File: src/rtl/ptc_ram.sv
`timescale 1ns / 1ps
`default_nettype none

module ptc_ram #(
  parameter int unsigned WIDTH = 8,
  parameter int unsigned DEPTH = 64
) (
  input  wire logic                     clk_i,
  input  wire logic                     we_i,
  input  wire logic [$clog2(DEPTH)-1:0] waddr_i,
  input  wire logic [WIDTH-1:0]         wdata_i,
  input  wire logic [$clog2(DEPTH)-1:0] raddr_i,
  output logic      [WIDTH-1:0]         rdata_o
);

  logic [WIDTH-1:0] mem_q [DEPTH];

  // Write one entry, read one entry with registered data
  always_ff @(posedge clk_i) begin
    if (we_i) begin
      mem_q[waddr_i] <= wdata_i;
    end
    rdata_o <= mem_q[raddr_i];
  end

endmodule

`default_nettype wire

File: config.mk
export PLATFORM = sky130hd
export DESIGN_NAME = ptc_ram
export DESIGN_NICKNAME = d
export VERILOG_FILES = /design/src/rtl/ptc_ram.sv
export SDC_FILE = /design/constraint.sdc
export NUM_CORES = 1
export LEC_CHECK = 0
export ABC_CLOCK_PERIOD_IN_PS = 2400
export BUFFER_PORTS_ARGS = -buffer_cell sky130_fd_sc_hd__buf_4
export CELL_PAD_IN_SITES_DETAIL_PLACEMENT = 1
export CELL_PAD_IN_SITES_GLOBAL_PLACEMENT = 1
export CORE_ASPECT_RATIO = 1.5
export CORE_UTILIZATION = 56
export DETAILED_ROUTE_END_ITERATION = 7
export PLACE_DENSITY = 0.83
export SLEW_MARGIN = 20
export SYNTH_ARGS = -nofsm -noshare
export SYNTH_HDL_FRONTEND = slang
export SYNTH_SLANG_ARGS = --single-unit
File: constraint.sdc
create_clock -name clk_i -period 2.4 [get_ports clk_i]
set_input_delay 0.48 -clock clk_i [delete_from_list [all_inputs] [get_ports clk_i]]
set_output_delay 0.48 -clock clk_i [all_outputs]
set_load 0.05 [all_outputs]
=== Word level (Yosys, flattened, before mapping) ===
Memory sizes are Yosys's and may differ from the RTL's. A register that Yosys moved wholly into a read port is not among the register bits.
Cells that the tools add are included.

* Bits in registers: 0
* Bits in latches: 0
* Memory bits (writable): 512
* Bits in read-only memories: 0
* Bits of input ports: 22
* Logic and storage cells: 3
* Memories: 1

* Add/sub/neg operators: 0
* Multiply operators: 0
* Div/mod/pow operators: 0
* Magnitude comparators: 0
* Eq/ne operators: 0
* Shift operators: 0
* Mux-type cells: 2
* Bitwise gates (word level): 0
* Reduce and logical (&&, ||, !) cells: 0

{| class="wikitable"
|+ Memory list
! name !! depth !! width !! rd ports !! clocked after Yosys merged registers in !! write ports !! RTL line !! text
|-
| mem_q || 64 || 8 || 1 || 1 || 1 || 16 || <nowiki>logic [WIDTH-1:0] mem_q [DEPTH];</nowiki>
|}

{| class="wikitable"
|+ Operators with widths
! kind !! number
|-
| $mux W1 || 2
|}

=== Depth between registers and ports, before layout ===
* Depth after elaboration: 2
* Gate-level depth with buffers: 9
* Mapped depth without buffers: 5

=== Least setup slack after synthesis ===
OpenSTA, ideal clock, no wires.

* Path type: input to register
* Start: in raddr_i[1]
* End: reg rdata_o[3], read port of mem_q
* Setup time: 0.128 ns
* Arrival: 2.020 ns
* Required time: 2.272 ns
* Path slack: 0.252 ns
* Stages: 7
* Buffers on the path: 3
* Cell sequence: buf_4 -> buf_2 -> buf_2 -> mux4_2 -> mux4_2 -> o21ai_1 -> o41ai_1

{| class="wikitable"
|+ RTL lines
! item !! RTL line !! text
|-
| start, declared || 12 || <nowiki>input wire logic [$clog2(DEPTH)-1:0] raddr_i,</nowiki>
|-
| end, declared || 13 || <nowiki>output logic [WIDTH-1:0] rdata_o</nowiki>
|}

==> results.cfg <==
[finish]
areaGrowthSynthToFinish_pct = 15.4
drive_gt1_share_pct = 32.5
fillCellCount = 2879
diodes = 0
fin_area_um2 = 23300
nets = 1123

[cts]
cts_tree = built
cts.reportedPaths.clkPinSlew_ns = 0.07
ctsResizeCount = 0
post_cts_buffers = 0
numCtsBuffers = 47
cts_buffer_depth = 3
cts_root_buf = clkbuf_16
htree_levels = 2
clock_latency_ns = 0.56
ctsHoldBuffers = 0
cts.sinks = 520

[power_and_ir_drop]
leakage_uw = 0.00754
power_density_nw_per_um2 = 797
ir_worst_vdd_mv = 0.604

[synthesis]
synth_fp_nets = 962
yosysWarnings = 0
avgSynthCellArea_um2 = 21.5
ys.flop_type = edfxtp_1
async_reset_ff_share_pct = 0
synth_cells = 940
synth.distinct_cells = 40
synth-edff-count = 512
seq_area_frac_synth_pct = 77.0
ys_seq_elements = 520
netlist_area_um2 = 20200

[routing]
vias = 10474
via_per_inst = 6.50
wire_per_inst_um = 32.9
ant_nets = 0
first_pass_iters = 5
drc = 0
drtIter0Drc = 904
wirelength_um = 53000

[worst_setup_path]
cp-startpoint = raddr_i[0]
crit_arrival_ns = 2.82
setup.worst_path.start_class = primary input
worstPathRequired_ns = 2.85
r2r_end = rdata_o[5]
cp-end-kind = flip-flop
r2r_setup_slack_ns = 0.16
worstPathMaxFanout = 13
r2r_start = mem_q[2][5]
worst-setup-path-type = in -> reg
r2r_cells = 5

[timing]
finalCriticalPeriod_ns = 2.37
skew_ns = 0.0147
worst_pin_slew_ns = 0.788
final-hold-violation-count = 0
relSlewSlack_pct = 46.1
rsz0062_at_grt = false
timing.fmax_mhz = 422
setup_ws_ns = 0.0320
final.period_utilization_pct = 98.7
slew_violations = 0
setup_violations = 0
tns_ns = 0

[place]
dp_slack_ns = -0.401
port_buffers = 29
gp_congestion = 0.828
post_dp_cell_area_um2 = 21800
hpwlAfterDp_um = 34500

[run_status]
outcome = finished clean

[global_route]
first_global_vias = 11375
grt_antenna_before_repair = 0
grt.overflow.total = 0
grt_first_pass_wirelength_um = 77100
grt_max_degree = 65
grt.total_usage_pct = 30.4

[floorplanning]
ios = 30
die_w_um = 157
dieHeight_um = 234
rows = 84
start_util_pct = 57.1
core_um2 = 35300
dieArea_um2 = 36800

[hold_path]
hold-path-endpoint = rdata_o[1]
min-delay-start = raddr_i[5]
min_path_cells = 3
hold_class = in -> reg

[flow_run]
drv_cap = 0
-- worst max path at each step --
| stage | cells after the start | to |
|---|---|---|
| finish | 9 | rdata_o[2] |
| global route | 9 | rdata_o[2] |
| CTS | 7 | rdata_o[3] |
| detailed placement | 9 | rdata_o[2] |
| global placement | 9 | rdata_o[2] |
| floorplan | 7 | rdata_o[3] |
-- layer usage --
layer	vias to the layer above	global-route usage [%]	part of all wire, %
li1	4239	-	-
met1	5586	35.5	35
met2	488	54.1	54
met3	161	4.47	5.5
met4	0	16.6	5.8
met5	-	0	0
-- per-stage QoR --
stage / power, uW / cells / hold WS, ns / utilization (%)
3_5_place_dp: 11400 / 1525 / 0.844 / 61.7
3_3_place_gp: 11300 / 1525 / 0.828 / 61.7
2_1_floorplan: 10900 / 940 / 0.579 / -
5_1_grt: 18900 / 1611 / 0.330 / 65.9
4_1_cts: 18600 / 1611 / 0.303 / 65.9
6_report: 18600 / 1611 / 0.329 / 65.9
-- cell usage in the layout (no fill, tap or decap), types with 13 or more instances in the layout --
cell type,Yosys,layout
mux2_2,13,13
nor2_1,83,83
buf_4,13,153
nor2b_1,14,14
nand3_1,13,13
nand2_1,19,19
clkbuf_16,0,49
mux2i_1,23,23
edfxtp_1,512,512
mux4_2,126,126
-- worst max-delay path, cell delays in order --
cell	delay (ns)
clkbuf_8	0.23
buf_12	0.22
buf_4	0.25
buf_4	0.16
mux4_2	0.50
mux2i_1	0.24
o2111ai_1	0.38
nand2_1	0.26
o2bb2ai_1	0.08
-- power by group --
part | leakage (uW) | internal [uW] | total [uW] | switching [uW]
Clock | 0.000716 | 4100 | 7340 | 3250
Combinational | 0.00215 | 432 | 1130 | 699
Sequential | 0.00467 | 10000 | 10100 | 37.3
Total | 0.00754 | 14600 | 18600 | 3980
-- cell usage after synthesis, types with 3 or more instances --
cell / number / area share, %
edfxtp_1: 512 / 76
mux4_2: 126 / 14
nor2_1: 83 / 1.5
mux2i_1: 23 / 1.1
nand2_1: 19 / 0.35
clkbuf_1: 17 / 0.32
nor2b_1: 14 / 0.43
buf_4: 13 / 0.48
mux2_2: 13 / 0.73
nand3_1: 13 / 0.32
buf_2: 11 / 0.27
dfxtp_1: 8 / 0.79
o221ai_1: 8 / 0.35
o22ai_1: 8 / 0.25
nand2b_1: 7 / 0.22
nor3_1: 7 / 0.17
a221oi_1: 6 / 0.26
a211oi_1: 4 / 0.15
buf_1: 4 / 0.074
buf_6: 4 / 0.22
a21oi_1: 3 / 0.074
a22oi_1: 3 / 0.11
nand3b_1: 3 / 0.11
o2111ai_1: 3 / 0.13
o2bb2ai_1: 3 / 0.13
-- logic make-up after synthesis --
kind of cell / count (synthesis) / share of synthesized area (%)
compound gates: 54 / 2.07
buf+inv: 51 / 1.57
flops: 520 / 77.0
mux: 162 / 15.9
simple gates: 153 / 3.39
-- state kept, by name, indices dropped and copies added (netlist names) --
| signal | flops |
|---|---|
| rdata_o | 8 |
| mem_q | 512 |
-- cell type report --
cell class | instances | area, um2 | area share (%)
Multi-Input combinational cell | 369 | 4320 | 18.5
Clock inverter | 27 | 219 | 0.941
Timing Repair Buffer | 163 | 1340 | 5.77
Sequential cell | 520 | 15500 | 66.7
Clock buffer | 59 | 1270 | 5.47
Tap cell | 473 | 592 | 2.54
No activity file was read; power rests on OpenSTA's default activity.
