`src/rtl/ptc_pkg.sv`:
```
`timescale 1ns / 1ps
`default_nettype none

package ptc_pkg;

  // Field widths of one agent record
  localparam int unsigned PosW = 20;
  localparam int unsigned VelW = 18;
  localparam int unsigned LenW = 14;
  localparam int unsigned SpdW = 16;
  localparam int unsigned AngW = 16;
  localparam int unsigned TtcW = 18;
  localparam int unsigned CntW = 32;

  // Shared multiplier and iterative unit widths
  localparam int unsigned MulW = 22;
  localparam int unsigned ProdW = 2 * MulW;
  localparam int unsigned UnitW = 42;
  localparam int unsigned StepW = 6;

  localparam logic [TtcW-1:0] TtcNone = 18'd255744;
  localparam logic [StepW-1:0] DivSteps = 6'd42;
  localparam logic [StepW-1:0] SqrtSteps = 6'd16;

  // Configuration register indexes
  localparam logic [1:0] RegCriticalTtc = 2'd0;
  localparam logic [1:0] RegMaxPairDist = 2'd1;
  localparam logic [1:0] RegMinClosing = 2'd2;

  // Q14 quarter-wave sine points, 1024 angle steps apart
  localparam logic [14:0] QuarterTab [17] = '{
    15'd0, 15'd1606, 15'd3196, 15'd4756, 15'd6270, 15'd7723, 15'd9102, 15'd10394,
    15'd11585, 15'd12665, 15'd13623, 15'd14449, 15'd15137, 15'd15679, 15'd16069,
    15'd16305, 15'd16384
  };

  typedef enum logic [0:0] {
    OP_DIV  = 1'b0,
    OP_SQRT = 1'b1
  } ptc_op_e;

  typedef enum logic [4:0] {
    ST_IDLE, ST_CHK, ST_VINT, ST_VSCL, ST_VRND, ST_WRITE,
    ST_PINIT, ST_PLIM, ST_RDI, ST_RDJ, ST_LATJ,
    ST_DX2, ST_DY2, ST_DCHK, ST_SQRT, ST_PX, ST_PY, ST_PCHK,
    ST_DIV1, ST_DIV2, ST_NEXT, ST_OUT
  } ptc_state_e;

  typedef struct packed {
    logic                   start;
    ptc_op_e                op;
    logic [UnitW-1:0]       a;
    logic [UnitW-1:0]       b;
  } ptc_unit_req_t;

  typedef struct packed {
    logic                   done;
    logic [UnitW-1:0]       result;
  } ptc_unit_rsp_t;

  typedef struct packed {
    logic signed [PosW-1:0] px;
    logic signed [PosW-1:0] py;
    logic signed [VelW-1:0] vx;
    logic signed [VelW-1:0] vy;
    logic [LenW-1:0]        len;
  } ptc_agent_t;

  typedef struct packed {
    logic                   full;
    logic                   neg;
    logic [14:0]            base;
    logic [10:0]            diff;
    logic [9:0]             frac;
  } ptc_sine_t;

  // Split a binary angle into table point, slope and fraction
  function automatic ptc_sine_t ptc_sine(input logic [AngW-1:0] h);
    logic [14:0] qq;
    logic [4:0]  idx;
    ptc_sine_t   r;
    qq = h[14] ? (15'd16384 - {1'b0, h[13:0]}) : {1'b0, h[13:0]};
    idx = {1'b0, qq[13:10]};
    r.full = qq[14];
    r.neg = h[15];
    r.base = QuarterTab[idx];
    r.diff = 11'(QuarterTab[idx + 5'd1] - QuarterTab[idx]);
    r.frac = qq[9:0];
    return r;
  endfunction

endpackage

`default_nettype wire

```
`src/rtl/ptc_iter_unit.sv`:
```
`timescale 1ns / 1ps
`default_nettype none

module ptc_iter_unit
  import ptc_pkg::*;
(
  input  wire logic          clk_i,
  input  wire logic          rst_ni,
  input  wire ptc_unit_req_t req_i,
  output ptc_unit_rsp_t      rsp_o
);

  logic             busy_q, busy_d;
  logic             done_q, done_d;
  ptc_op_e          op_q, op_d;
  logic [StepW-1:0] cnt_q, cnt_d;
  logic [UnitW:0]   rem_q, rem_d;
  logic [UnitW-1:0] quo_q, quo_d;
  logic [UnitW-1:0] src_q, src_d;
  logic [UnitW-1:0] div_q, div_d;
  logic [UnitW:0]   cand, trial, diff;
  logic             ge;

  // Pick partial remainder and trial value for one restoring step
  always_comb begin
    if (op_q == OP_SQRT) begin
      cand = {rem_q[UnitW-2:0], src_q[UnitW-1:UnitW-2]};
      trial = {quo_q[UnitW-2:0], 2'b01};
    end else begin
      cand = {rem_q[UnitW-1:0], src_q[UnitW-1]};
      trial = {1'b0, div_q};
    end
    ge = (cand >= trial);
    diff = cand - trial;
  end

  // Load on request, then one quotient or root bit per cycle
  always_comb begin
    busy_d = busy_q;
    done_d = 1'b0;
    op_d = op_q;
    cnt_d = cnt_q;
    rem_d = rem_q;
    quo_d = quo_q;
    src_d = src_q;
    div_d = div_q;
    if (busy_q) begin
      rem_d = ge ? diff : cand;
      quo_d = {quo_q[UnitW-2:0], ge};
      src_d = (op_q == OP_SQRT) ? {src_q[UnitW-3:0], 2'b00} : {src_q[UnitW-2:0], 1'b0};
      cnt_d = cnt_q - 1'b1;
      if (cnt_q == 1) begin
        busy_d = 1'b0;
        done_d = 1'b1;
      end
    end else if (req_i.start) begin
      busy_d = 1'b1;
      op_d = req_i.op;
      rem_d = '0;
      quo_d = '0;
      div_d = req_i.b;
      if (req_i.op == OP_SQRT) begin
        src_d = {req_i.a[31:0], 10'd0};
        cnt_d = SqrtSteps;
      end else begin
        src_d = req_i.a;
        cnt_d = DivSteps;
      end
    end
  end

  always_ff @(posedge clk_i or negedge rst_ni) begin
    if (!rst_ni) begin
      busy_q <= 1'b0;
      done_q <= 1'b0;
      op_q <= OP_DIV;
      cnt_q <= '0;
    end else begin
      busy_q <= busy_d;
      done_q <= done_d;
      op_q <= op_d;
      cnt_q <= cnt_d;
    end
  end

  always_ff @(posedge clk_i) begin
    rem_q <= rem_d;
    quo_q <= quo_d;
    src_q <= src_d;
    div_q <= div_d;
  end

  assign rsp_o.done = done_q;
  assign rsp_o.result = quo_q;

endmodule

`default_nettype wire

```
`config.mk`:
```
export PLATFORM = sky130hd
export DESIGN_NAME = ptc_iter_unit
export DESIGN_NICKNAME = d
export VERILOG_FILES = /design/src/rtl/ptc_pkg.sv /design/src/rtl/ptc_iter_unit.sv
export SDC_FILE = /design/constraint.sdc
export NUM_CORES = 1
export LEC_CHECK = 0
export ABC_AREA = 1
export BUFFER_PORTS_ARGS = -buffer_cell sky130_fd_sc_hd__buf_2
export CORE_ASPECT_RATIO = 1.5
export CORE_MARGIN = 10
export CORE_UTILIZATION = 40
export DETAILED_ROUTE_END_ITERATION = 8
export PLACE_DENSITY_LB_ADDON = 0.1
export SLEW_MARGIN = 10
export SYNTH_ARGS = -nofsm -noshare
export SYNTH_HDL_FRONTEND = slang
export SYNTH_SLANG_ARGS = --single-unit
```
`constraint.sdc`:
```
create_clock -name clk_i -period 3.3 [get_ports clk_i]
set_clock_uncertainty 0.05 [all_clocks]
set_input_delay 0.495 -clock clk_i [delete_from_list [all_inputs] [get_ports clk_i]]
set_output_delay 0.495 -clock clk_i [all_outputs]
set_load 0.01 [all_outputs]
```
Word level (Yosys, flattened, before mapping)
Index checks and enable logic that the tools add are counted.
Storage, ports and cells
  register bits: 177
  input bits: 88
  logic and storage cells: 34
Cells by class
  add/subtract/negate cells: 2
  reductions and logical operators: 2
  bitwise gates (word level): 1
  equality and inequality tests: 1
  mux-type cells: 19
  magnitude comparators: 1
Operator list (number)
  $mux W42: 9
  $mux W43: 2
  $ge A43 B43 Y1: 1
  $sub A42 B42 Y42: 1
  $mux W6: 3
  $eq A6 B1 Y1 const B: 1
  $sub A6 B1 Y6 const B: 1
  $mux W1: 5
  $reduce_and A2 Y1: 1
  $reduce_bool A2 Y1: 1
  $not A1 Y1: 1

Depth between registers and ports, before layout
Gate-level depths: netlist of run 1.
  word-level depth: 4
  mapped depth: 20
  mapped depth without buffers: 19

Worst setup path before layout of run 1
No wires, ideal clock.
  path type: register to register
  from: reg busy_q
  to: reg cnt_q[4]
  arrival: 3.324 ns
  stages on the path, launching flop included: 5
  clock period less this slack: 3.637 ns
  slack: -0.337 ns
  buffers on the path: 1
  path through: dfrtp_1 -> clkbuf_1 -> nor2_1 -> inv_1 -> o221ai_1
Between the ends
  cells in the longest elaborated chain, start to end: 1
  elaborated cells between the ends (all ways): 2
  those cells by class: 1 x mux; 1 x reduce/logical
RTL lines
  start: declaration: RTL line ptc_iter_unit.sv:13  | logic busy_q, busy_d;
  start signal: assignment: RTL line ptc_iter_unit.sv:79  | busy_q <= busy_d;
  $mux W6 or $reduce_bool A2 Y1 (tied branches)
  end signal: assignment: RTL line ptc_iter_unit.sv:82  | cnt_q <= cnt_d;
  end: declaration: RTL line ptc_iter_unit.sv:16  | logic [StepW-1:0] cnt_q, cnt_d;
Parallel ways exist; a longest one is shown, timed or not.
A chain may end at the register's enable or synchronous reset.

Worst setup path in the final report of run 1
  from: reg op_q
  to: reg rem_q[23] (data pin)
Between the ends
  cells in the longest elaborated chain, start to end: 4
  elaborated cells between the ends (all ways): 6
  those cells by class: 1 x add/sub; 1 x order compare; 4 x mux
RTL lines
  start: declaration: RTL line ptc_iter_unit.sv:15  | ptc_op_e op_q, op_d;
  start signal: assignment: RTL line ptc_iter_unit.sv:81  | op_q <= op_d;
  $mux W43: RTL line ptc_iter_unit.sv:26  | if (op_q == OP_SQRT) begin
  $sub A42 B42 Y42 or $ge A43 B43 Y1 (tied branches): RTL line ptc_iter_unit.sv:34, ptc_iter_unit.sv:33
  $mux W42 (*): RTL line ptc_iter_unit.sv:48  | rem_d = ge ? diff : cand;
  $mux W42 (*): RTL line ptc_iter_unit.sv:47  | if (busy_q) begin
  end signal: assignment: RTL line ptc_iter_unit.sv:87  | rem_q <= rem_d;
  end: declaration: RTL line ptc_iter_unit.sv:17  | logic [UnitW:0] rem_q, rem_d;
Every way passes the cells marked *; elsewhere a longest branch is shown, timed or not.

==> flow_summary.ini, run 1 <==
[outcome]
outcome = finished clean

[floorplanning]
die_w_um = 160
fp-row-count = 76
die-area_um2 = 36700
die_height_um = 230
start_util_pct = 40.7
core_area_um2 = 28800
ios = 131

[clocking]
cts_tree = yes
root_buffer = clkbuf_16
htree_levels = 4
cts_sinks = 177
clk_pin_slew_worst_paths_ps = 70
clock_path_buffers = 2
numCtsBuffers = 17
clock_latency_ps = 450

[critical_path]
cp_num_buf_inv = 6
ff2ff_setup_slack_ps = 140
end_kind = flop
crit_type = reg -> reg
critical-path-slowest-cell = dfrtp_4
crit_top_cell = nand2_1
cpLargestDelayFamily = buffers and inverters
cp.depth = 17
rr_worst_depth = 17
worstPathArrival_ps = 3310
crit_chain = clkinvlp_4, buf_6, buf_4, nand2_1, o21ai_0, ha_1, buf_4, nand2_1, nor2_2, nand2_1, nor2_2, nand2_2, nand2_4, inv_6, buf_12, nor2_1, nor2_1
cp_max_fo = 16
startpoint_type = flop
cp.required_ps = 3450
max_stage_delay_ps = 550

[grt]
grt_max_degree = 74
antenna_found_initial = 0
grt_pass1_wl_um = 53900
grt-ovfl-total = 0
grt_usage_pct = 18.3
grt_pass1_vias = 10200

[synth]
yosysSeqAreaShare_pct = 44.9
syn_area_per_cell_um2 = 8.00
ys.flop_type = edfxtp_1
yosysUniqueCellTypes = 43
ys_top_cells_by_count = nand2_1 (367), inv_1 (224), nor2_1 (178), edfxtp_1 (168), o21ai_0 (119)
synth_top_cell_by_area = edfxtp_1
yosysTopAreaCellShare_pct = 43.0
syn_nets = 1600
ys_ff_latch = 177
synth_edf_count = 168
syn_area_um2 = 11700
synth_async_sr_flop_share_pct = 5.08
synth.area.top_cells = edfxtp_1 (43%), nand2_1 (12%), inv_1 (7.2%)
synth.most_common_cell = nand2_1
syn_inst = 1466
synth_warnings = 0

[detailed_routing]
totalWireLength_um = 34800
viasPerCell = 4.94
drtIter0Drc = 562
drc = 0
num_vias = 10100
post_drt_wl_per_cell_um = 17.0
antenna_left = 0
firstDrtPassIters = 6

[layout]
final_nets = 1771
syn_to_final_growth_pct = 21.7
final_core_util_pct = 49.6
diodes = 0
drive_gt1_share_pct = 19.8

[hold_path]
hp-class = in -> reg
hold_path_depth = 1

[sta]
fmax_mhz = 316
final-setup-viol-count = 0
worst_pin_slew_ps = 1190
slew_viol_final = 0
maxSlewHeadroom_pct = 20.4
finalCritPeriodShare_pct = 95.8
fin_crit_ps = 3160
rsz0062_at_grt = yes
hold_viol = 0

[place]
io_buffer_count = 130
place.gp.congestion = 0.971
dp_hpwl_um = 26100

[flow_run]
drv_cap = 0
-- per-layer routing --
metal | vias to the layer above | share of wire, % | GRT usage [%]
li1 | 5128 | - | -
met1 | 4716 | 40 | 20.4
met2 | 190 | 53 | 34.0
met3 | 37 | 3.6 | 3.27
met4 | 0 | 2.5 | 6.76
met5 | - | 0 | 0
-- worst register-to-register path, cell delays in order, from the launching register on --
cell and delay (ps):
dfrtp_4 550, clkinvlp_4 280, buf_6 190, buf_4 140, nand2_1 50, o21ai_0 100, ha_1 340, buf_4 130
nand2_1 80, nor2_2 160, nand2_1 100, nor2_2 130, nand2_2 70, nand2_4 150, inv_6 70, buf_12 150
nor2_1 130, nor2_1 50
-- layout make-up --
class	count	area [µm²]
clock buffers	20	437
clock inverters	12	140
fillers	2831	14500
inverters	228	868
multi-input cells	1010	5690
flip-flops and latches	177	5280
well taps	390	488
repair buffers	203	1380
-- timing repair --
item	CTS	global route
hold buffers	1	0
resized for setup	6	82
cloned	0	3
pin swaps	0	13
buffers inserted	0	19
endpoints found under the hold margin	9	0
setup endpoints to repair	6	42
-- layout by cell type (no fill, tap or decap), types with 8 or more instances in the layout --
cell       count
ha_4          12
nor2_2        24
ha_1          27
buf_2        130
buf_4         55
a21oi_1       36
o21bai_1       8
edfxtp_1     168
mux2i_1       63
xor2_1        22
clkbuf_16     20
nand2_1      357
nor2_4         8
o21ai_0      111
nand2_2       19
nor2_1       162
o21ai_1       24
inv_1        222
a22oi_1       32
nand3_1       47
-- final timing paths --
| check | to | start |
|---|---|---|
| max | rem_q[23] | op_q |
| min | div_q[11] | req_i[11] |
| max reg2reg | rem_q[23] | op_q |
| min reg2reg | done_q | cnt_q[4] |
| max in group asynchronous | op_q | rst_ni |
| min in group asynchronous | cnt_q[1] | rst_ni |
-- stage by stage --
step | setup WS [ps] | instances | area, µm² | hold WS (ps) | TNS [ps]
finish | 140 | 2040 | 14300 | 161 | 0
global route | -50.9 | 2040 | 14300 | 135 | -598
CTS | 36.6 | 2018 | 13700 | 128 | 0
detailed placement | -216 | 1985 | 13100 | 315 | -983
global placement | -221 | 1985 | 13100 | 319 | -1060
floorplan | 100 | 1466 | 11700 | 149 | 0
-- flip-flops by register name (all words and copies together), names as in the netlist --
name / count
div_q: 42
quo_q: 42
rem_q: 42
src_q: 42
cnt_q: 6
busy_q: 1
done_q: 1
op_q: 1
-- kinds of logic after synthesis --
family,share of synthesized area (%)
compound gates,11.1
xor+xnor,1.87
fa+ha+maj,4.97
buf+inv,9.45
flops,44.9
mux,5.46
simple gates,22.3
Power of run 1 is not shown: default switching activity piles up to over one toggle a cycle in this logic, so the estimate is an artifact.
==> run 2: changes to the inputs <==
- MAX_ROUTING_LAYER: not set -> met4
- PLACE_DENSITY: not set -> 0.67
- PLACE_DENSITY_LB_ADDON: 0.1 -> not set
==> flow_summary.ini, run 2 (same netlist as run 1, synthesis figures left out) <==
[critical_path]
critical-path-slowest-cell = dfrtp_4
cp_max_fo = 20
rr_worst_depth = 16
startpoint = op_q
max_stage_delay_ps = 470
crit_end = rem_q[32]
r2r_end = rem_q[32]
worstPathArrival_ps = 3370
r2r-start = op_q
crit_chain = buf_16, buf_8, mux2i_1, inv_1, ha_1, buf_4, nand2_1, nor3_1, nand4_1, nand2_2, nor2_4, nand2_8, inv_4, buf_12, a21oi_1, nor2_1
startpoint_type = flop
end_kind = flop
cp.required_ps = 3460
ff2ff_setup_slack_ps = 90
crit_type = reg -> reg

[outcome]
outcome = finished clean

[layout]
multi_input_area_um2 = 5670
diodes = 0
layout_commonest_cell = nand2_1
drive_gt1_share_pct = 23.6
final_core_util_pct = 52.0
fillers = 2700
register_area_um2 = 5280
design_area_um2 = 15000
final_nets = 1863
syn_to_final_growth_pct = 27.8
final_cell_mix = nand2_1 (356), inv_1 (222), nor2_1 (168), edfxtp_1 (168), buf_4 (148)

[place]
pre_cts_ws_ps = 42.2
io_buffer_count = 130
place.gp.congestion = 0.956
dp_hpwl_um = 25900
place_area_um2 = 13800

[clocking]
clock_path_buffers = 2
cts_tree = yes
numCtsBuffers = 17
htree_levels = 4
clock_latency_ps = 450
cts_sinks = 177
root_buffer = clkbuf_16
clk_pin_slew_worst_paths_ps = 70

[hold_path]
hp-class = in -> reg
hp-start = req_i[15]

[detailed_routing]
viasPerCell = 4.89
drtIter0Drc = 505
num_vias = 10400
totalWireLength_um = 35000
drc = 0
antenna_left = 0
firstDrtPassIters = 6
post_drt_wl_per_cell_um = 16.4

[grt]
antenna_found_initial = 0
grt_usage_pct = 18.5
grt_pass1_wl_um = 53300
grt_max_degree = 66
grt_pass1_vias = 10400
grt-ovfl-total = 0

[flow_run]
drv_cap = 0

[sta]
fin_ws_ps = 91.3
finalCritPeriodShare_pct = 97.2
worst_pin_slew_ps = 794
fin_crit_ps = 3210
fin_tns_setup_ps = 0
fmax_mhz = 312
hold_viol = 0
slew_viol_final = 0
final-setup-viol-count = 0
maxSlewHeadroom_pct = 46.9

[floorplanning]
ios = 131
fp-row-count = 76
die_height_um = 230
die-area_um2 = 36700
start_util_pct = 40.7
core_area_um2 = 28800
die_w_um = 160
run 2: cell types whose count changed in the layout (fill, tap and decap cells not counted), sizes merged:
cell,delta
clkinv,-3
inv,+3
buf,+91
bufinv,+1
clkinvlp,+1
nand2,+1
clkbuf,-3
run 2: how the worst min path moves through the flow:
stage                endpoint  cells after the start  slack [ps]
detailed placement     done_q                      1         310
global route         div_q[8]                      1         150
CTS                 div_q[12]                      1         130
finish              div_q[15]                      1         160
floorplan              busy_q                      0         150
global placement       done_q                      1         320
run 2: metal layers:
| metal | wire length [µm] | share of wire, % | track usage, % | vias to the layer above |
|---|---|---|---|---|
| li1 | - | - | - | 5312 |
| met1 | 14600 | 42 | 20.4 | 4824 |
| met2 | 18400 | 52 | 33.3 | 245 |
| met3 | 1260 | 3.6 | 2.88 | 41 |
| met4 | 830 | 2.4 | 5.87 | 0 |
| met5 | 0 | 0 | - | - |
run 2: through the flow:
| step | hold WS (ps) | cells |
|---|---|---|
| floorplan | 149 | 1466 |
| global placement | 317 | 2078 |
| detailed placement | 312 | 2078 |
| CTS | 133 | 2110 |
| global route | 152 | 2131 |
| finish | 163 | 2131 |
run 2: cell type report:
cell class	instances	area share (%)
Multi-Input combinational cell	1011	37.8
Sequential cell	177	35.2
Timing Repair Buffer	294	13.9
Inverter	228	5.75
Tap cell	390	3.25
Clock buffer	17	2.84
Clock inverter	14	1.24
run 2: worst max-delay path, delay by kind of cell, from the launching register on:
family / cells / cell delay [ps]
AND/OR/NAND/NOR: 7 / 1020
buffers and inverters: 6 / 760
flip-flops: 1 / 470
adder cells (fa/ha/maj): 1 / 330
multiplexers: 1 / 190
AO/OA/AOI/OAI: 1 / 120
run 2: timing repair:
| action | in CTS | in global routing |
|---|---|---|
| resized for setup | 0 | 66 |
| endpoints found under the setup margin | 0 | 43 |
| buffers inserted | 0 | 17 |
| endpoints found under the hold margin | 9 | 0 |
| hold buffers | 1 | 0 |
Power of run 2 is left out for the same reason.
==> run 3: changes to the inputs <==
- PLACE_DENSITY: 0.67 -> 0.65
- clock period: 3.3 -> 3 ns (I/O delays scaled with it)
==> flow_summary.ini, run 3 (same netlist as run 1, synthesis figures left out) <==
[sta]
fmax_mhz = 315
final-setup-viol-count = 42
finalCritPeriodShare_pct = 106
worst_pin_slew_ps = 716
rsz0062_at_grt = yes
maxSlewHeadroom_pct = 52.2
fin_crit_ps = 3170
fin_ws_ps = -173
slew_viol_final = 0
hold_viol = 0
fin_tns_setup_ps = -3710

[floorplanning]
fp-row-count = 76
die_height_um = 230
die-area_um2 = 36700
die_w_um = 160
ios = 131
start_util_pct = 40.7
core_area_um2 = 28800

[critical_path]
crit_type = reg -> reg
end_kind = flop
cp_max_fo = 8
startpoint_type = flop
worstPathArrival_ps = 3330
cp.required_ps = 3160

[detailed_routing]
drtIter0Drc = 573
antenna_left = 0
post_drt_wl_per_cell_um = 17.0
firstDrtPassIters = 5
drc = 0
viasPerCell = 4.97
totalWireLength_um = 37500
num_vias = 10900

[hold_path]
hp-class = in -> reg

[clocking]
cts_sinks = 177
cts_tree = yes
clock_path_buffers = 2
numCtsBuffers = 17
clock_latency_ps = 460
clk_pin_slew_worst_paths_ps = 60
root_buffer = clkbuf_16
htree_levels = 4

[place]
dp.cells = 2122
place.gp.congestion = 0.971
io_buffer_count = 130
dp_hpwl_um = 27300

[grt]
grt_usage_pct = 19.6
grt-ovfl-total = 0
grt.busiest_layer = met2
gr-usage-met3_pct = 3.13
grt_pass1_wl_um = 56300
globalRouteMet2Util_pct = 36.3
antenna_found_initial = 0
met1_usage_pct = 20.3
grt_pass1_vias = 11000
grt_max_degree = 64

[layout]
layout_commonest_cell = nand2_1
final_cells = 2202
final_nets = 1933
final_cell_mix = nand2_1 (330), inv_1 (220), buf_4 (204), edfxtp_1 (168), nor2_1 (146)
syn_to_final_growth_pct = 37.9
drive_gt1_share_pct = 32.3
fillers = 2653
diodes = 0

[outcome]
outcome = finished with violations
violations = negative setup slack

[flow_run]
drv_cap = 0
==> run 3: changes by cell type in the layout (fill, tap and decap cells not counted), moves of 10 or more <==
cell	previous run	this run
buf_4	148	204
nand2_1	356	330
nand2_2	18	41
nor2_1	168	146
mux2i_1	63	46
ha_4	12	26
ha_1	31	18
o21ai_2	1	14
nor2_2	21	33
mux2i_2	1	12
o21ai_0	111	100
nor2_4	5	15
==> run 3: path summary, 6_finish.rpt <==
check / end / start / slack (ps) / cells past startpoint
max: rem_q[6] / op_q / -170 / 15
min: div_q[18] / req_i[18] / 110 / 1
max reg2reg: rem_q[6] / op_q / -170 / 15
min reg2reg: done_q / cnt_q[4] / 430 / 1
max in group asynchronous: op_q / rst_ni / 2340 / 2
min in group asynchronous: done_q / rst_ni / 340 / 2
==> run 3: through the flow <==
| step | area, µm² | hold WS [ps] | setup WS, ps | utilization (%) |
|---|---|---|---|---|
| 2_1_floorplan | 11700 | 104 | 9.65 | - |
| 3_3_place_gp | 14200 | 275 | -279 | 49.3 |
| 3_5_place_dp | 14200 | 277 | -313 | 49.3 |
| 4_1_cts | 15200 | 80.7 | -91.8 | 52.6 |
| 5_1_grt | 16200 | 101 | -272 | 56.2 |
| 6_report | 16200 | 113 | -173 | 56.2 |
==> run 3: repair_timing <==
item / in CTS / in global routing
hold buffers: 1 / 0
endpoints found under the hold margin: 9 / 0
gates resized for setup: 46 / 170
pin swaps: 12 / 50
setup endpoints to repair: 43 / 43
cloned: 2 / 7
buffers inserted: 15 / 24
==> run 3: cell type report <==
| class | instances | area [µm²] | area share (%) |
|---|---|---|---|
| Multi-Input combinational cell | 1010 | 6250 | 38.6 |
| Sequential cell | 177 | 5280 | 32.6 |
| Timing Repair Buffer | 365 | 2770 | 17.1 |
| Inverter | 228 | 867 | 5.36 |
| Tap cell | 390 | 488 | 3.02 |
| Clock buffer | 20 | 437 | 2.70 |
| Clock inverter | 12 | 93.8 | 0.580 |
==> run 3: worst max-delay path, cell delays in order, from the launching register on <==
cell and delay, ps:
dfrtp_4 540, buf_8 170, buf_16 150, buf_12 140, mux2i_2 150, ha_1 350, a21oi_2 210, o21ai_2 120
a21oi_2 180, nand2_2 100, nor2_4 170, nand2_8 120, buf_12 160, buf_12 130, o21ai_2 120, nor2_1 60
==> run 3: layer usage <==
| layer | up-vias | part of all wire, % |
|---|---|---|
| li1 | 5456 | - |
| met1 | 5151 | 39 |
| met2 | 258 | 54 |
| met3 | 69 | 3.5 |
| met4 | 0 | 3.5 |
| met5 | - | 0 |
Power of run 3 is left out for the same reason.
